**src/hw/rtl/assert_macros.svh**
```systemverilog
// Assertion macros used by the slot cache datapath
`ifndef ASSERT_MACROS_SVH
`define ASSERT_MACROS_SVH

// Antecedent implies consequent in the same cycle
`define LPSC_ASSERT_IMP(label, clk, rst, ante, cons) \
   label: assert property (@(posedge clk) disable iff (rst) (ante) |-> (cons)) \
      else $error("assertion failed: %m");

// Antecedent implies consequent in the next cycle
`define LPSC_ASSERT_NXT(label, clk, rst, ante, cons) \
   label: assert property (@(posedge clk) disable iff (rst) (ante) |=> (cons)) \
      else $error("assertion failed: %m");

`endif

```
**src/hw/rtl/lpsc_pkg.sv**
```systemverilog
// Shared types and constants of the plan slot cache
package lpsc_pkg;

   localparam int SLOT_COUNT = 8;
   localparam int SLOT_W     = (SLOT_COUNT > 1) ? $clog2(SLOT_COUNT) : 1;
   localparam int SIZE_W     = 31;
   localparam int STAMP_W    = 64;
   localparam int SLOT_OUT_W = 3;

   typedef struct packed {
      logic [SIZE_W-1:0] transform_size;
      logic              direction;
   } req_type;

   typedef struct packed {
      logic                  hit;
      logic [SLOT_OUT_W-1:0] slot;
      logic                  build_plan;
   } rsp_type;

   typedef struct packed {
      logic capture;
      logic step;
      logic commit;
   } ctrl_cmd_type;

   typedef struct packed {
      logic scan_last;
      logic rsp_full;
   } dp_status_type;

endpackage

```
**src/hw/rtl/lru_plan_slot_cache.sv**
```systemverilog
// A transaction is captured, then scanned one slot per cycle for key and
// stamp over all SLOT_COUNT slots, then committed once the result register
// is free; a new transaction is accepted only after the last one commits.
// A pending result may wait while the next transaction is scanned.
// Reset (synchronous, active high) clears all keys, plans, stamps and the
// use counter at once; no transaction is accepted during reset.
module lru_plan_slot_cache (
   input  logic              clock,
   input  logic              reset,
   input  logic              req_valid,
   output logic              req_stall,
   input  lpsc_pkg::req_type req_data,
   output logic              rsp_valid,
   input  logic              rsp_stall,
   output lpsc_pkg::rsp_type rsp_data
);
   import lpsc_pkg::*;

   ctrl_cmd_type  cmd;
   dp_status_type status;

   // Sequencer
   lpsc_ctrl u_ctrl (
      .clock     (clock),
      .reset     (reset),
      .req_valid (req_valid),
      .req_stall (req_stall),
      .cmd       (cmd),
      .status    (status)
   );

   // Slot storage and scan
   lpsc_datapath u_datapath (
      .clock     (clock),
      .reset     (reset),
      .req_data  (req_data),
      .cmd       (cmd),
      .status    (status),
      .rsp_valid (rsp_valid),
      .rsp_stall (rsp_stall),
      .rsp_data  (rsp_data)
   );

endmodule

```
**src/hw/rtl/lpsc_datapath.sv**
```systemverilog
// Slot storage, sequential key/stamp scan and result register
`include "assert_macros.svh"

module lpsc_datapath (
   input  logic                  clock,
   input  logic                  reset,
   input  lpsc_pkg::req_type     req_data,
   input  lpsc_pkg::ctrl_cmd_type cmd,
   output lpsc_pkg::dp_status_type status,
   output logic                  rsp_valid,
   input  logic                  rsp_stall,
   output lpsc_pkg::rsp_type     rsp_data
);
   import lpsc_pkg::*;

   // Slot state
   logic [SIZE_W-1:0]  key_size_ff      [SLOT_COUNT];
   logic               key_direction_ff [SLOT_COUNT];
   logic               plan_present_ff  [SLOT_COUNT];
   logic [STAMP_W-1:0] stamp_ff         [SLOT_COUNT];
   logic [STAMP_W-1:0] use_counter_ff;

   // Transaction and scan state
   req_type            req_ff;
   logic [SLOT_W-1:0]  idx_ff;
   logic               hit_ff;
   logic [SLOT_W-1:0]  match_idx_ff;
   logic [SLOT_W-1:0]  min_idx_ff;
   logic [STAMP_W-1:0] min_stamp_ff;

   // Result register
   logic               rsp_valid_ff;
   rsp_type            rsp_ff;

   logic               match;
   logic               smaller;
   logic [SLOT_W-1:0]  pick;
   logic               build;
   logic [SLOT_W+SLOT_OUT_W-1:0] pick_ext;

   // Compare the scanned slot against the request and the running minimum
   assign match   = (key_size_ff[idx_ff] == req_ff.transform_size) &&
                    (key_direction_ff[idx_ff] == req_ff.direction);
   assign smaller = (idx_ff == '0) || (stamp_ff[idx_ff] < min_stamp_ff);

   // Choose the serving slot
   assign pick     = hit_ff ? match_idx_ff : min_idx_ff;
   assign build    = hit_ff ? !plan_present_ff[pick] : 1'b1;
   assign pick_ext = (SLOT_W+SLOT_OUT_W)'(pick);

   assign status.scan_last = (idx_ff == SLOT_W'(SLOT_COUNT - 1));
   assign status.rsp_full  = rsp_valid_ff && rsp_stall;

   // Latch the transaction and walk the slots
   always_ff @(posedge clock) begin
      if (cmd.capture) begin
         req_ff <= req_data;
         idx_ff <= '0;
         hit_ff <= 1'b0;
      end else if (cmd.step) begin
         if (match && !hit_ff) begin
            hit_ff       <= 1'b1;
            match_idx_ff <= idx_ff;
         end
         if (smaller) begin
            min_stamp_ff <= stamp_ff[idx_ff];
            min_idx_ff   <= idx_ff;
         end
         if (!status.scan_last) begin
            idx_ff <= idx_ff + 1'b1;
         end
      end
   end

   // Update the serving slot and the use counter
   always_ff @(posedge clock) begin
      if (reset) begin
         for (int i = 0; i < SLOT_COUNT; i++) begin
            key_size_ff[i]      <= '0;
            key_direction_ff[i] <= 1'b0;
            plan_present_ff[i]  <= 1'b0;
            stamp_ff[i]         <= '0;
         end
         use_counter_ff <= '0;
      end else if (cmd.commit) begin
         if (!hit_ff) begin
            key_size_ff[pick]      <= req_ff.transform_size;
            key_direction_ff[pick] <= req_ff.direction;
         end
         plan_present_ff[pick] <= 1'b1;
         stamp_ff[pick]        <= use_counter_ff;
         use_counter_ff        <= use_counter_ff + 1'b1;
      end
   end

   // Load the result register, drop it once taken
   always_ff @(posedge clock) begin
      if (reset) begin
         rsp_valid_ff <= 1'b0;
      end else if (cmd.commit) begin
         rsp_valid_ff <= 1'b1;
      end else if (rsp_valid_ff && !rsp_stall) begin
         rsp_valid_ff <= 1'b0;
      end
   end

   always_ff @(posedge clock) begin
      if (cmd.commit) begin
         rsp_ff.hit        <= hit_ff;
         rsp_ff.slot       <= pick_ext[SLOT_OUT_W-1:0];
         rsp_ff.build_plan <= build;
      end
   end

   assign rsp_valid = rsp_valid_ff;
   assign rsp_data  = rsp_ff;

   `LPSC_ASSERT_IMP(a_commit_room, clock, reset, cmd.commit, !status.rsp_full)
   `LPSC_ASSERT_NXT(a_counter_step, clock, reset, cmd.commit,
                    use_counter_ff == $past(use_counter_ff) + 1'b1)
   `LPSC_ASSERT_IMP(a_miss_builds, clock, reset, rsp_valid_ff && !rsp_ff.hit,
                    rsp_ff.build_plan)

endmodule

```
**src/hw/rtl/lpsc_ctrl.sv**
```systemverilog
// Sequencer that steps a transaction through capture, scan and commit
module lpsc_ctrl (
   input  logic                    clock,
   input  logic                    reset,
   input  logic                    req_valid,
   output logic                    req_stall,
   output lpsc_pkg::ctrl_cmd_type  cmd,
   input  lpsc_pkg::dp_status_type status
);
   import lpsc_pkg::*;

   typedef enum logic [1:0] {
      ST_IDLE,
      ST_SCAN,
      ST_COMMIT
   } state_type;

   state_type state_ff;
   state_type state_in;
   logic      req_stall_ff;
   logic      req_stall_in;

   // Decode next state and commands
   always_comb begin
      state_in = state_ff;
      cmd      = '0;
      case (state_ff)
         ST_IDLE: begin
            if (req_valid && !req_stall_ff) begin
               cmd.capture = 1'b1;
               state_in    = ST_SCAN;
            end
         end
         ST_SCAN: begin
            cmd.step = 1'b1;
            if (status.scan_last) begin
               state_in = ST_COMMIT;
            end
         end
         ST_COMMIT: begin
            if (!status.rsp_full) begin
               cmd.commit = 1'b1;
               state_in   = ST_IDLE;
            end
         end
         default: begin
            state_in = ST_IDLE;
         end
      endcase
      req_stall_in = (state_in != ST_IDLE);
   end

   // Hold state and stall
   always_ff @(posedge clock) begin
      if (reset) begin
         state_ff     <= ST_IDLE;
         req_stall_ff <= 1'b1;
      end else begin
         state_ff     <= state_in;
         req_stall_ff <= req_stall_in;
      end
   end

   assign req_stall = req_stall_ff;

endmodule

```
**config.mk**
```make
export PLATFORM = sky130hd
export DESIGN_NAME = lru_plan_slot_cache
export DESIGN_NICKNAME = d
export VERILOG_FILES = /design/src/hw/rtl/lpsc_pkg.sv /design/src/hw/rtl/lru_plan_slot_cache.sv /design/src/hw/rtl/lpsc_datapath.sv /design/src/hw/rtl/lpsc_ctrl.sv
export VERILOG_INCLUDE_DIRS = /design/src /design/src/hw/rtl
export SDC_FILE = /design/constraint.sdc
export NUM_CORES = 1
export LEC_CHECK = 0
export BUFFER_PORTS_ARGS = -buffer_cell sky130_fd_sc_hd__buf_2
export CORE_MARGIN = 3
export CORE_UTILIZATION = 44
export CTS_CLUSTER_SIZE = 14
export DETAILED_ROUTE_END_ITERATION = 6
export GPL_TIMING_DRIVEN = 0
export PLACE_DENSITY = 0.6
export RECOVER_POWER = 100
export SYNTH_ARGS = -nofsm -noshare
export SYNTH_HDL_FRONTEND = slang
export SYNTH_SLANG_ARGS = --single-unit
```
**constraint.sdc**
```tcl
create_clock -name clock -period 16.74 [get_ports clock]
set_input_delay 3.348 -clock clock [delete_from_list [all_inputs] [get_ports clock]]
set_output_delay 3.348 -clock clock [all_outputs]
set_load 0.1 [all_outputs]
```
==> flow_metrics.env, run 1 <==
export IMPL_outcome="complete, but fails checks"
export IMPL_violations="capacitance limit, slew limit"
export IMPL_avgSynthCellArea_um2=15.0
export IMPL_min_delay_worst_endpoint="u_datapath.plan_present_ff[2]"
export IMPL_syn_num_nets=2966
export IMPL_final_nets=3145
export IMPL_rows=114
export IMPL_first_global_vias=25900
export IMPL_switching_power_mw=1.77
export IMPL_place_ws_ns=9.19
export IMPL_synth_area_leader_cell="edfxtp_1"
export IMPL_cp_required_ns=17.00
export IMPL_grt_use_total=0.216
export IMPL_cts_resized=0
export IMPL_clk_pin_slew_ns=0.06
export IMPL_timing_final_crit_period_ns=10.72
export IMPL_placedCellCount=4214
export IMPL_fin_skew_ns=0.0409
export IMPL_cts_root_buffer="clkbuf_16"
export IMPL_drt_pass1_iterations=5
export IMPL_min_path_type="flip-flop to flip-flop"
export IMPL_power_density_nw_per_um2=133
export IMPL_clkLatencyLatePin_ns=0.68
export IMPL_period_share=0.641
export IMPL_rrSetupSlack_ns=6.02
export IMPL_routed_via_density=5.57
export IMPL_io_buffers=41
export IMPL_grt_overflow=0
export IMPL_pwr_share_seq=0.433
export IMPL_fillers=8108
export IMPL_hold_violations=0
export IMPL_yosysUniqueCellTypes=61
export IMPL_final_cell_count_no_fill=4404
export IMPL_path_class="flip-flop to flip-flop"
export IMPL_utilization=0.497
export IMPL_cts_tree="done"
export IMPL_rsz0062_at_grt="false"
export IMPL_antenna_found_initial=0
export IMPL_relSlewSlack=-1.30
export IMPL_drt_first_iter_violations=1931
export IMPL_start_util=0.444
export IMPL_grtUsageMet1=0.277
export IMPL_core_um2=96900
export IMPL_use_met2=0.376
export IMPL_fin_ws_ns=6.02
export IMPL_synth_cells=2863
export IMPL_switching_share=0.275
export IMPL_finalMaxSlewViolations=574
export IMPL_max_cap_viol_count=25
export IMPL_reg2reg_to="u_datapath.min_stamp_ff[60]"
export IMPL_drt_total_wl_um=109000
export IMPL_layout_area_overhead_vs_synth_pct=11.9
export IMPL_crit_path_start_kind="flip-flop"
export IMPL_fp_dieW_um=319
export IMPL_yosys_top_cells_count="edfxtp_1 (875), and2_1 (664), mux4_2 (174), clkbuf_1 (158), nor3_1 (126)"
export IMPL_ys_flop_type="edfxtp_1"
export IMPL_post_cts_buffers=0
export IMPL_setup_viol=0
export IMPL_grt_pass1_wl_um=164000
export IMPL_yosysWarnings=0
export IMPL_wl_per_cell_um=24.8
export IMPL_synth_top_cell_area_share=0.611
export IMPL_gp_congestion=0.823
export IMPL_setup_tns_final_ns=0
export IMPL_ios=43
export IMPL_pwr_share_clk=0.346
export IMPL_ys_seq_area_frac=0.650
export IMPL_netlist_top_cells_area="edfxtp_1 (61%), and2_1 (9.7%), mux4_2 (9.1%)"
export IMPL_cts_made_buffers=102
export IMPL_ctsHoldBuffers=0
export IMPL_intPower_mw=4.65
export IMPL_critPathCaptureType="flip-flop"
export IMPL_grt_busiest_layer="met2"
export IMPL_netlist_area_um2=43000
export IMPL_grt_max_degree=33
export IMPL_vias=24500
export IMPL_diodes=0
export IMPL_cts_sinks=958
export IMPL_drc=0
export IMPL_reg2reg_depth=17
export IMPL_synth_most_common_cell="edfxtp_1"
export IMPL_cp_arrival_ns=10.99
export IMPL_synth_edf_count=875
export IMPL_drive_above_1_share=0.130
export IMPL_ir_drop_uv=85.5
export IMPL_worstHoldStart="u_datapath.plan_present_ff[2]"
export IMPL_hold_depth=1
export IMPL_ys_seq_elements=958
export IMPL_tightest_slew_ns=3.44
export IMPL_die_height_um=319
export IMPL_async_reset_ff_frac=0
export IMPL_antenna_left=0
export IMPL_max_freq_mhz=93.3
export IMPL_gr_usage_met3=0.0313
export IMPL_power_frac_comb=0.220
export IMPL_clk_path_buf_depth=3
export IMPL_h_tree_depth=3
export IMPL_place_hpwl_um=72900
export IMPL_path_max_fanout=21
export IMPL_dieArea_um2=101000
export IMPL_p_leak_nw=16.6
worst max path at each step:
stage	end	slack, ns
2_1_floorplan	u_datapath.stamp_ff[0][0]	7.32
3_3_place_gp	u_datapath.stamp_ff[5][29]	1.61
3_5_place_dp	u_datapath.min_idx_ff[0]	9.19
4_1_cts	u_datapath.min_stamp_ff[62]	9.11
5_1_grt	u_datapath.min_stamp_ff[56]	5.56
6_report	u_datapath.min_stamp_ff[60]	6.02
through the flow:
| step | cell area [um2] | hold WS [ns] | total power, mW |
|---|---|---|---|
| after floorplan | 43000 | 0.406 | 3.84 |
| after global placement | 44800 | 0.440 | 4.29 |
| after detailed placement | 45700 | 0.446 | 4.31 |
| after CTS | 49000 | 0.457 | 6.53 |
| after global routing | 48100 | 0.489 | 6.68 |
| final | 48100 | 0.467 | 6.42 |
logic make-up (layout without fill, tap and decap cells):
family | Yosys count | in the layout | share of synthesized area
AO/OA/AOI/OAI | 128 | 128 | 0.0186
XOR/XNOR | 79 | 79 | 0.0161
adder cells (fa/ha/maj) | 67 | 67 | 0.0195
buffers and inverters | 294 | 559 | 0.0278
flip-flops | 958 | 958 | 0.650
multiplexers | 306 | 306 | 0.125
AND/OR/NAND/NOR | 1031 | 1031 | 0.143
cell usage in the layout (no fill, tap or decap), types with 54 or more instances in the layout:
cell type / instances
inv_1: 71
ha_1: 67
nor2_1: 72
edfxtp_1: 875
mux4_2: 174
buf_2: 54
and2_0: 400
clkbuf_1: 237
clkbuf_16: 105
dfxtp_1: 83
nor3_1: 132
mux2_1: 61
and2_1: 264
power groups by stage:
stage          Sequential [mW]  Clock [mW]  Combinational, mW
2_1_floorplan             2.83           0               1.01
3_3_place_gp              2.85           0               1.44
3_5_place_dp              2.83           0               1.48
4_1_cts                   2.78        2.26               1.49
5_1_grt                   2.79        2.35               1.53
6_report                  2.78        2.23               1.41
worst max-delay path, cell delays in order (launching register included):
cell	delay, ns
dfxtp_1	0.42
clkbuf_1	0.68
clkbuf_1	0.63
clkbuf_1	0.84
clkbuf_1	0.92
clkbuf_1	0.69
mux2_1	0.42
ha_1	0.33
a21o_1	0.19
a21o_1	0.17
a211o_1	0.29
o211ai_1	0.10
a21oi_1	0.14
o41ai_1	1.01
or3b_2	0.52
a31oi_1	0.94
clkbuf_1	0.90
clkbuf_1	1.07
metal layers:
metal  wire length, um  part of all wire
met5                 0                 0
met1             44500              0.41
met2             54600              0.50
met3              6260             0.057
met4              3930             0.036
cell type report:
| class | count | area [um2] | share of cell area |
|---|---|---|---|
| Buffer | 209 | 863 | 0.0179 |
| Clock buffer | 140 | 2840 | 0.0590 |
| Clock inverter | 50 | 479 | 0.00996 |
| Inverter | 85 | 319 | 0.00663 |
| Multi-Input combinational cell | 1611 | 13800 | 0.286 |
| Sequential cell | 958 | 27900 | 0.581 |
| Tap cell | 1276 | 1600 | 0.0332 |
| Timing Repair Buffer | 75 | 319 | 0.00663 |
flip-flops by register name, summed over array words and instances (netlist names), named ones only:
register	flops
u_ctrl.req_stall	1
u_datapath.min_idx_ff	3
u_datapath.hit_ff	1
u_datapath.stamp_ff	512
u_datapath.plan_present_ff	8
u_datapath.match_idx_ff	3
u_datapath.rsp_data	5
u_ctrl.state_ff	2
u_datapath.rsp_valid	1
u_datapath.key_direction_ff	8
u_datapath.use_counter_ff	64
u_datapath.key_size_ff	248
u_datapath.req_ff	32
u_datapath.idx_ff	3
u_datapath.min_stamp_ff	64
(Power assumes the default switching activity.)
==> inputs of run 2 (changes only) <==
PLACE_DENSITY = 0.62   (was 0.6)
clock period = 9.4 ns   (was 16.74 ns; I/O delays follow)
==> run 2 against run 1 <==
  * The run still ends with capacitance limit, slew limit left
  * Combinational power up 79%
  * Flip-flop and latch count unchanged
  * Non-clock buffer count did not move
  * Sequential share of layout area shrank 0.19 points
  * Worst hold slack worse by 0.013 ns
  * Count of clock-buffer cells in the layout rose by 1
  * Highest routed layer is now met5
==> flow_metrics.env, run 2 (synthesized netlist as in run 1, its figures left out) <==
export IMPL_path_max_fanout=23
export IMPL_cp_required_ns=9.76
export IMPL_multi_input_area_um2=13800
export IMPL_h_tree_depth=3
export IMPL_max_freq_mhz=128
export IMPL_top_register="u_datapath.stamp_ff"
export IMPL_outcome="complete, but fails checks"
export IMPL_critPathCaptureType="flip-flop"
export IMPL_clkLatencyLatePin_ns=0.69
export IMPL_drt_pass1_iterations=6
export IMPL_violations="capacitance limit, slew limit"
export IMPL_dieArea_um2=101000
export IMPL_pwr_share_seq=0.429
export IMPL_drt_total_wl_um=108000
export IMPL_dr_max_layer_used="met5"
export IMPL_cts_tree="done"
export IMPL_ctsHoldBuffers=0
export IMPL_met3_length_um=5790
export IMPL_gp_congestion=0.821
export IMPL_power_density_nw_per_um2=239
export IMPL_grt_overflow=0
export IMPL_intPower_mw=8.38
export IMPL_wl_met2_um=55200
export IMPL_fp_dieW_um=319
export IMPL_ios=43
export IMPL_layout_common_cells="edfxtp_1 (875), and2_0 (386), and2_1 (278)"
export IMPL_routed_via_density=5.57
export IMPL_die_height_um=319
export IMPL_layout_area_overhead_vs_synth_pct=12.3
export IMPL_p_leak_nw=16.7
export IMPL_core_um2=96900
export IMPL_clk_path_buf_depth=3
export IMPL_rsz0062_at_grt="false"
export IMPL_antenna_found_initial=2
export IMPL_relSlewSlack=-1.35
export IMPL_diodes=0
export IMPL_max_cap_viol_count=26
export IMPL_antenna_left=0
export IMPL_hold_violations=0
export IMPL_whs_ns=0.455
export IMPL_finalMaxSlewViolations=525
export IMPL_fillers=8153
export IMPL_cp_arrival_ns=8.17
export IMPL_io_buffers=41
export IMPL_setup_tns_final_ns=0
export IMPL_grt_max_degree=33
export IMPL_tightest_slew_ns=3.49
export IMPL_switching_share=0.274
export IMPL_clk_pin_slew_ns=0.06
export IMPL_drc=0
export IMPL_drive_above_1_share=0.135
export IMPL_post_cts_buffers=0
export IMPL_grt_pass1_wl_um=164000
export IMPL_place_hpwl_um=72000
export IMPL_vias=24500
export IMPL_wl_per_cell_um=24.6
export IMPL_timing_final_crit_period_ns=7.81
export IMPL_rows=114
export IMPL_final_nets=3145
export IMPL_setup_viol=0
export IMPL_fin_skew_ns=0.0479
export IMPL_min_path_type="flip-flop to flip-flop"
export IMPL_largest_register_ffs=512
export IMPL_cts_resized=0
export IMPL_switching_power_mw=3.16
export IMPL_largestRegisters="u_datapath.stamp_ff: 512 flops, u_datapath.key_size_ff: 248 flops"
export IMPL_pwr_share_clk=0.352
export IMPL_drt_first_iter_violations=2187
export IMPL_cts_root_buffer="clkbuf_16"
export IMPL_layout_commonest_cell="edfxtp_1"
export IMPL_power_frac_comb=0.218
export IMPL_crit_path_start_kind="flip-flop"
export IMPL_start_util=0.444
export IMPL_cts_sinks=958
export IMPL_first_global_vias=26200
export IMPL_grt_use_total=0.216
export IMPL_drt_met1_wl_um=43200
export IMPL_ir_drop_uv=156
export IMPL_period_share=0.831
export IMPL_seq_area_um2=27900
export IMPL_path_class="flip-flop to flip-flop"
export IMPL_cts_made_buffers=102
run 2: changes by cell type in the layout (fill, tap and decap cells not counted), moves of 4 or more:
cell / delta
clkbuf_1: -6
and2_0: -14
clkinv_2: +4
and2_1: +14
clkinv_1: -9
run 2: metal layers:
metal | vias up | track usage
met2 | 740 | 0.379
met5 | - | 0
met1 | 12600 | 0.272
li1 | 10900 | -
met3 | 211 | 0.0312
met4 | 2 | 0.0813
run 2: cell type report:
| class | count | share of cell area |
|---|---|---|
| repair buffers | 75 | 0.00778 |
| clock inverters | 45 | 0.0104 |
| multi-input cells | 1611 | 0.286 |
| clock buffers | 141 | 0.0597 |
| flip-flops and latches | 958 | 0.579 |
| inverters | 85 | 0.00661 |
| well taps | 1276 | 0.0331 |
| plain buffers | 209 | 0.0181 |
run 2: worst paths after layout:
| kind | from | endpoint | slack, ns | depth (start not counted) |
|---|---|---|---|---|
| hold reg to reg | u_datapath.hit_ff | u_datapath.rsp_data[4] | 0.45 | 0 |
| setup / recovery | flip-flop | u_datapath.min_stamp_ff[58] | 1.59 | 17 |
| setup reg to reg | flip-flop | u_datapath.min_stamp_ff[58] | 1.59 | 17 |
| hold / removal | u_datapath.hit_ff | u_datapath.rsp_data[4] | 0.45 | 0 |
run 2: through the flow:
step                area [um2]  utilization  power (mW)  setup WS [ns]  instances
floorplan                43000            -        6.84           1.39       2863
detailed placement       45600        0.471        7.65           1.91       4214
CTS                      49000        0.506        11.7           1.87       4400
finish                   48300        0.498        11.5           1.59       4400
global route             48300        0.498        12.0           1.17       4400
global placement         44800        0.462        7.60          -4.28       4180
run 2: critical path, stage by stage, from the launching register on:
cell and delay, ns:
dfxtp_1 0.46, clkbuf_1 0.76, buf_6 0.28, buf_2 0.40
clkbuf_1 0.83, clkbuf_1 0.66, mux2_1 0.41, ha_1 0.32
a21o_1 0.19, a21o_1 0.17, a211o_1 0.29, o211ai_1 0.09
a21oi_1 0.15, o41ai_1 0.97, or3b_2 0.55, a31oi_4 0.47
buf_16 0.22, buf_12 0.19
run 2: power groups by stage:
| stage | combinational [mW] | sequential [mW] | clock (mW) |
|---|---|---|---|
| after CTS | 2.63 | 4.95 | 4.12 |
| after detailed placement | 2.61 | 5.04 | 0 |
| after floorplan | 1.80 | 5.04 | 0 |
| after global routing | 2.74 | 4.97 | 4.29 |
| final | 2.52 | 4.95 | 4.07 |
| after global placement | 2.53 | 5.08 | 0 |
==> inputs of run 3 (changes only) <==
clock period = 6.9 ns   (was 9.4 ns; I/O delays follow)
==> run 3 against run 2 <==
  * The run still ends with capacitance limit, slew limit left
  * Design area shrank 0.38%
  * Clock power grew 27%
  * Combinational power grew 40%
  * Power grew 34%
  * Worst hold slack gained 0.0062 ns
  * Die area is the same
  * Global-route usage grew 0.48 points
  * Wire length grew 3.3%
  * Clock skew shrank 0.0089 ns
  * Critical endpoint is now u_datapath.min_stamp_ff[61]
  * Largest cell class unchanged
  * Largest power group unchanged
==> flow_metrics.env, run 3 (synthesized netlist as in run 1, its figures left out) <==
export IMPL_dieArea_um2=101000
export IMPL_setup_worst_path_end="u_datapath.min_stamp_ff[61]"
export IMPL_grt_pass1_wl_um=166000
export IMPL_clkLatencyLatePin_ns=0.68
export IMPL_grt_overflow=0
export IMPL_cts_tree="done"
export IMPL_rsz0062_at_grt="false"
export IMPL_violations="capacitance limit, slew limit"
export IMPL_setup_tns_final_ns=0
export IMPL_clk_path_buf_depth=3
export IMPL_drc=0
export IMPL_h_tree_depth=3
export IMPL_vias=25000
export IMPL_drt_first_iter_violations=2435
export IMPL_postLayoutCellArea_um2=48100
export IMPL_ios=43
export IMPL_p_leak_nw=16.6
export IMPL_grt_use_total=0.221
export IMPL_rrSetupSlack_ns=0.14
export IMPL_place_hpwl_um=74100
export IMPL_final_nets=3142
export IMPL_routed_via_density=5.70
export IMPL_fillers=8049
export IMPL_gp_congestion=0.845
export IMPL_finalMaxSlewViolations=575
export IMPL_worstHoldStart="u_datapath.plan_present_ff[3]"
export IMPL_start_util=0.444
export IMPL_drt_pass1_iterations=7
export IMPL_path_max_fanout=21
export IMPL_drive_above_1_share=0.140
export IMPL_critPathCaptureType="flip-flop"
export IMPL_outcome="complete, but fails checks"
export IMPL_largestRegisters="u_datapath.stamp_ff: 512 flops, u_datapath.key_size_ff: 248 flops"
export IMPL_antenna_found_initial=5
export IMPL_power_density_nw_per_um2=322
export IMPL_largest_register_ffs=512
export IMPL_hold_violations=0
export IMPL_multi_input_area_um2=13800
export IMPL_fin_skew_ns=0.0390
export IMPL_path_class="flip-flop to flip-flop"
export IMPL_grt_max_degree=33
export IMPL_max_freq_mhz=148
export IMPL_clk_pin_slew_ns=0.06
export IMPL_top_register="u_datapath.stamp_ff"
export IMPL_antenna_left=0
export IMPL_drt_total_wl_um=112000
export IMPL_die_height_um=319
export IMPL_reg2reg_to="u_datapath.min_stamp_ff[61]"
export IMPL_whs_ns=0.461
export IMPL_fp_dieW_um=319
export IMPL_rows=114
export IMPL_ctsHoldBuffers=0
export IMPL_timing_final_crit_period_ns=6.76
export IMPL_period_share=0.979
export IMPL_max_cap_viol_count=28
export IMPL_seq_area_um2=27900
export IMPL_cp_required_ns=7.29
export IMPL_core_um2=96900
export IMPL_crit_path_start_kind="flip-flop"
export IMPL_reg2reg_depth=19
export IMPL_io_buffers=41
export IMPL_cts_sinks=958
export IMPL_cp_arrival_ns=7.15
export IMPL_first_global_vias=26000
export IMPL_placed_area_um2=45600
export IMPL_layout_common_cells="edfxtp_1 (875), and2_0 (402), and2_1 (262)"
export IMPL_setup_viol=0
export IMPL_ir_drop_uv=235
export IMPL_relSlewSlack=-1.32
export IMPL_layout_commonest_cell="edfxtp_1"
export IMPL_layout_area_overhead_vs_synth_pct=11.9
export IMPL_totalPowerFinal_mw=15.5
export IMPL_min_path_type="flip-flop to flip-flop"
export IMPL_tightest_slew_ns=3.48
export IMPL_wl_per_cell_um=25.4
export IMPL_cts_root_buffer="clkbuf_16"
export IMPL_cts_made_buffers=99
run 3: changes by cell type in the layout (fill, tap and decap cells not counted), sizes merged:
cell           delta
dlymetal6s4s      +1
clkbuf           -11
diode             +2
inv               -3
clkinvlp          +2
clkdlybuf4s15     +1
clkinv           +14
buf               -4
bufinv            -4
run 3: area by class of cell:
class | count | area share
clock inverter | 54 | 0.00851
inverter | 85 | 0.00663
antenna | 2 | 0.000104
tap | 1276 | 0.0332
timing repair buffer | 76 | 0.00911
sequential | 958 | 0.581
buffer | 208 | 0.0183
clock buffer | 128 | 0.0564
multi-input combinational | 1611 | 0.287
run 3: timing repair:
| item | in CTS | in global routing |
|---|---|---|
| cloned | 0 | 0 |
| resized for setup | 4 | 1 |
| setup endpoints to repair | 46 | 46 |
| setup buffers | 2 | 0 |
run 3: metrics by stage:
| stage | cells | utilization | setup WS [ns] |
|---|---|---|---|
| 3_3_place_gp | 4180 | 0.463 | -6.63 |
| 2_1_floorplan | 2863 | - | -0.553 |
| 5_1_grt | 4396 | 0.497 | 0.0267 |
| 6_report | 4398 | 0.497 | 0.145 |
| 3_5_place_dp | 4213 | 0.471 | -0.287 |
| 4_1_cts | 4396 | 0.503 | 0.195 |
run 3: power breakdown:
| part | switching (mW) | internal (mW) |
|---|---|---|
| combinational | 2.01 | 1.53 |
| clock | 2.23 | 2.95 |
| sequential | 0.0935 | 6.66 |
run 3: critical path, cell delays in order (launching register included):
cell and delay [ns]:
dfxtp_1 0.31, buf_4 0.22, buf_2 0.37, buf_2 0.41, buf_2 0.45, clkbuf_1 0.74
mux4_2 0.43, mux2_2 0.31, ha_1 0.31, nand4_1 0.08, nor2_1 0.35, nand4_1 0.34
or3_1 0.57, nor4_2 0.32, buf_4 0.24, a21boi_0 0.32, or3b_2 0.21, a31oi_4 0.05
clkbuf_2 0.22, buf_16 0.19
run 3: worst min-delay path by stage:
stage | endpoint | slack, ns | depth (start not counted)
2_1_floorplan | u_datapath.rsp_data[4] | 0.41 | 0
3_3_place_gp | u_datapath.plan_present_ff[3] | 0.44 | 1
3_5_place_dp | u_datapath.plan_present_ff[3] | 0.45 | 1
4_1_cts | u_datapath.plan_present_ff[3] | 0.46 | 1
5_1_grt | u_datapath.plan_present_ff[1] | 0.48 | 1
6_report | u_datapath.plan_present_ff[3] | 0.46 | 1
run 3: layer usage:
metal	track usage	part of all wire
met5	0	0.00024
met3	0.0519	0.090
met1	0.300	0.41
met4	0.0821	0.034
met2	0.348	0.46
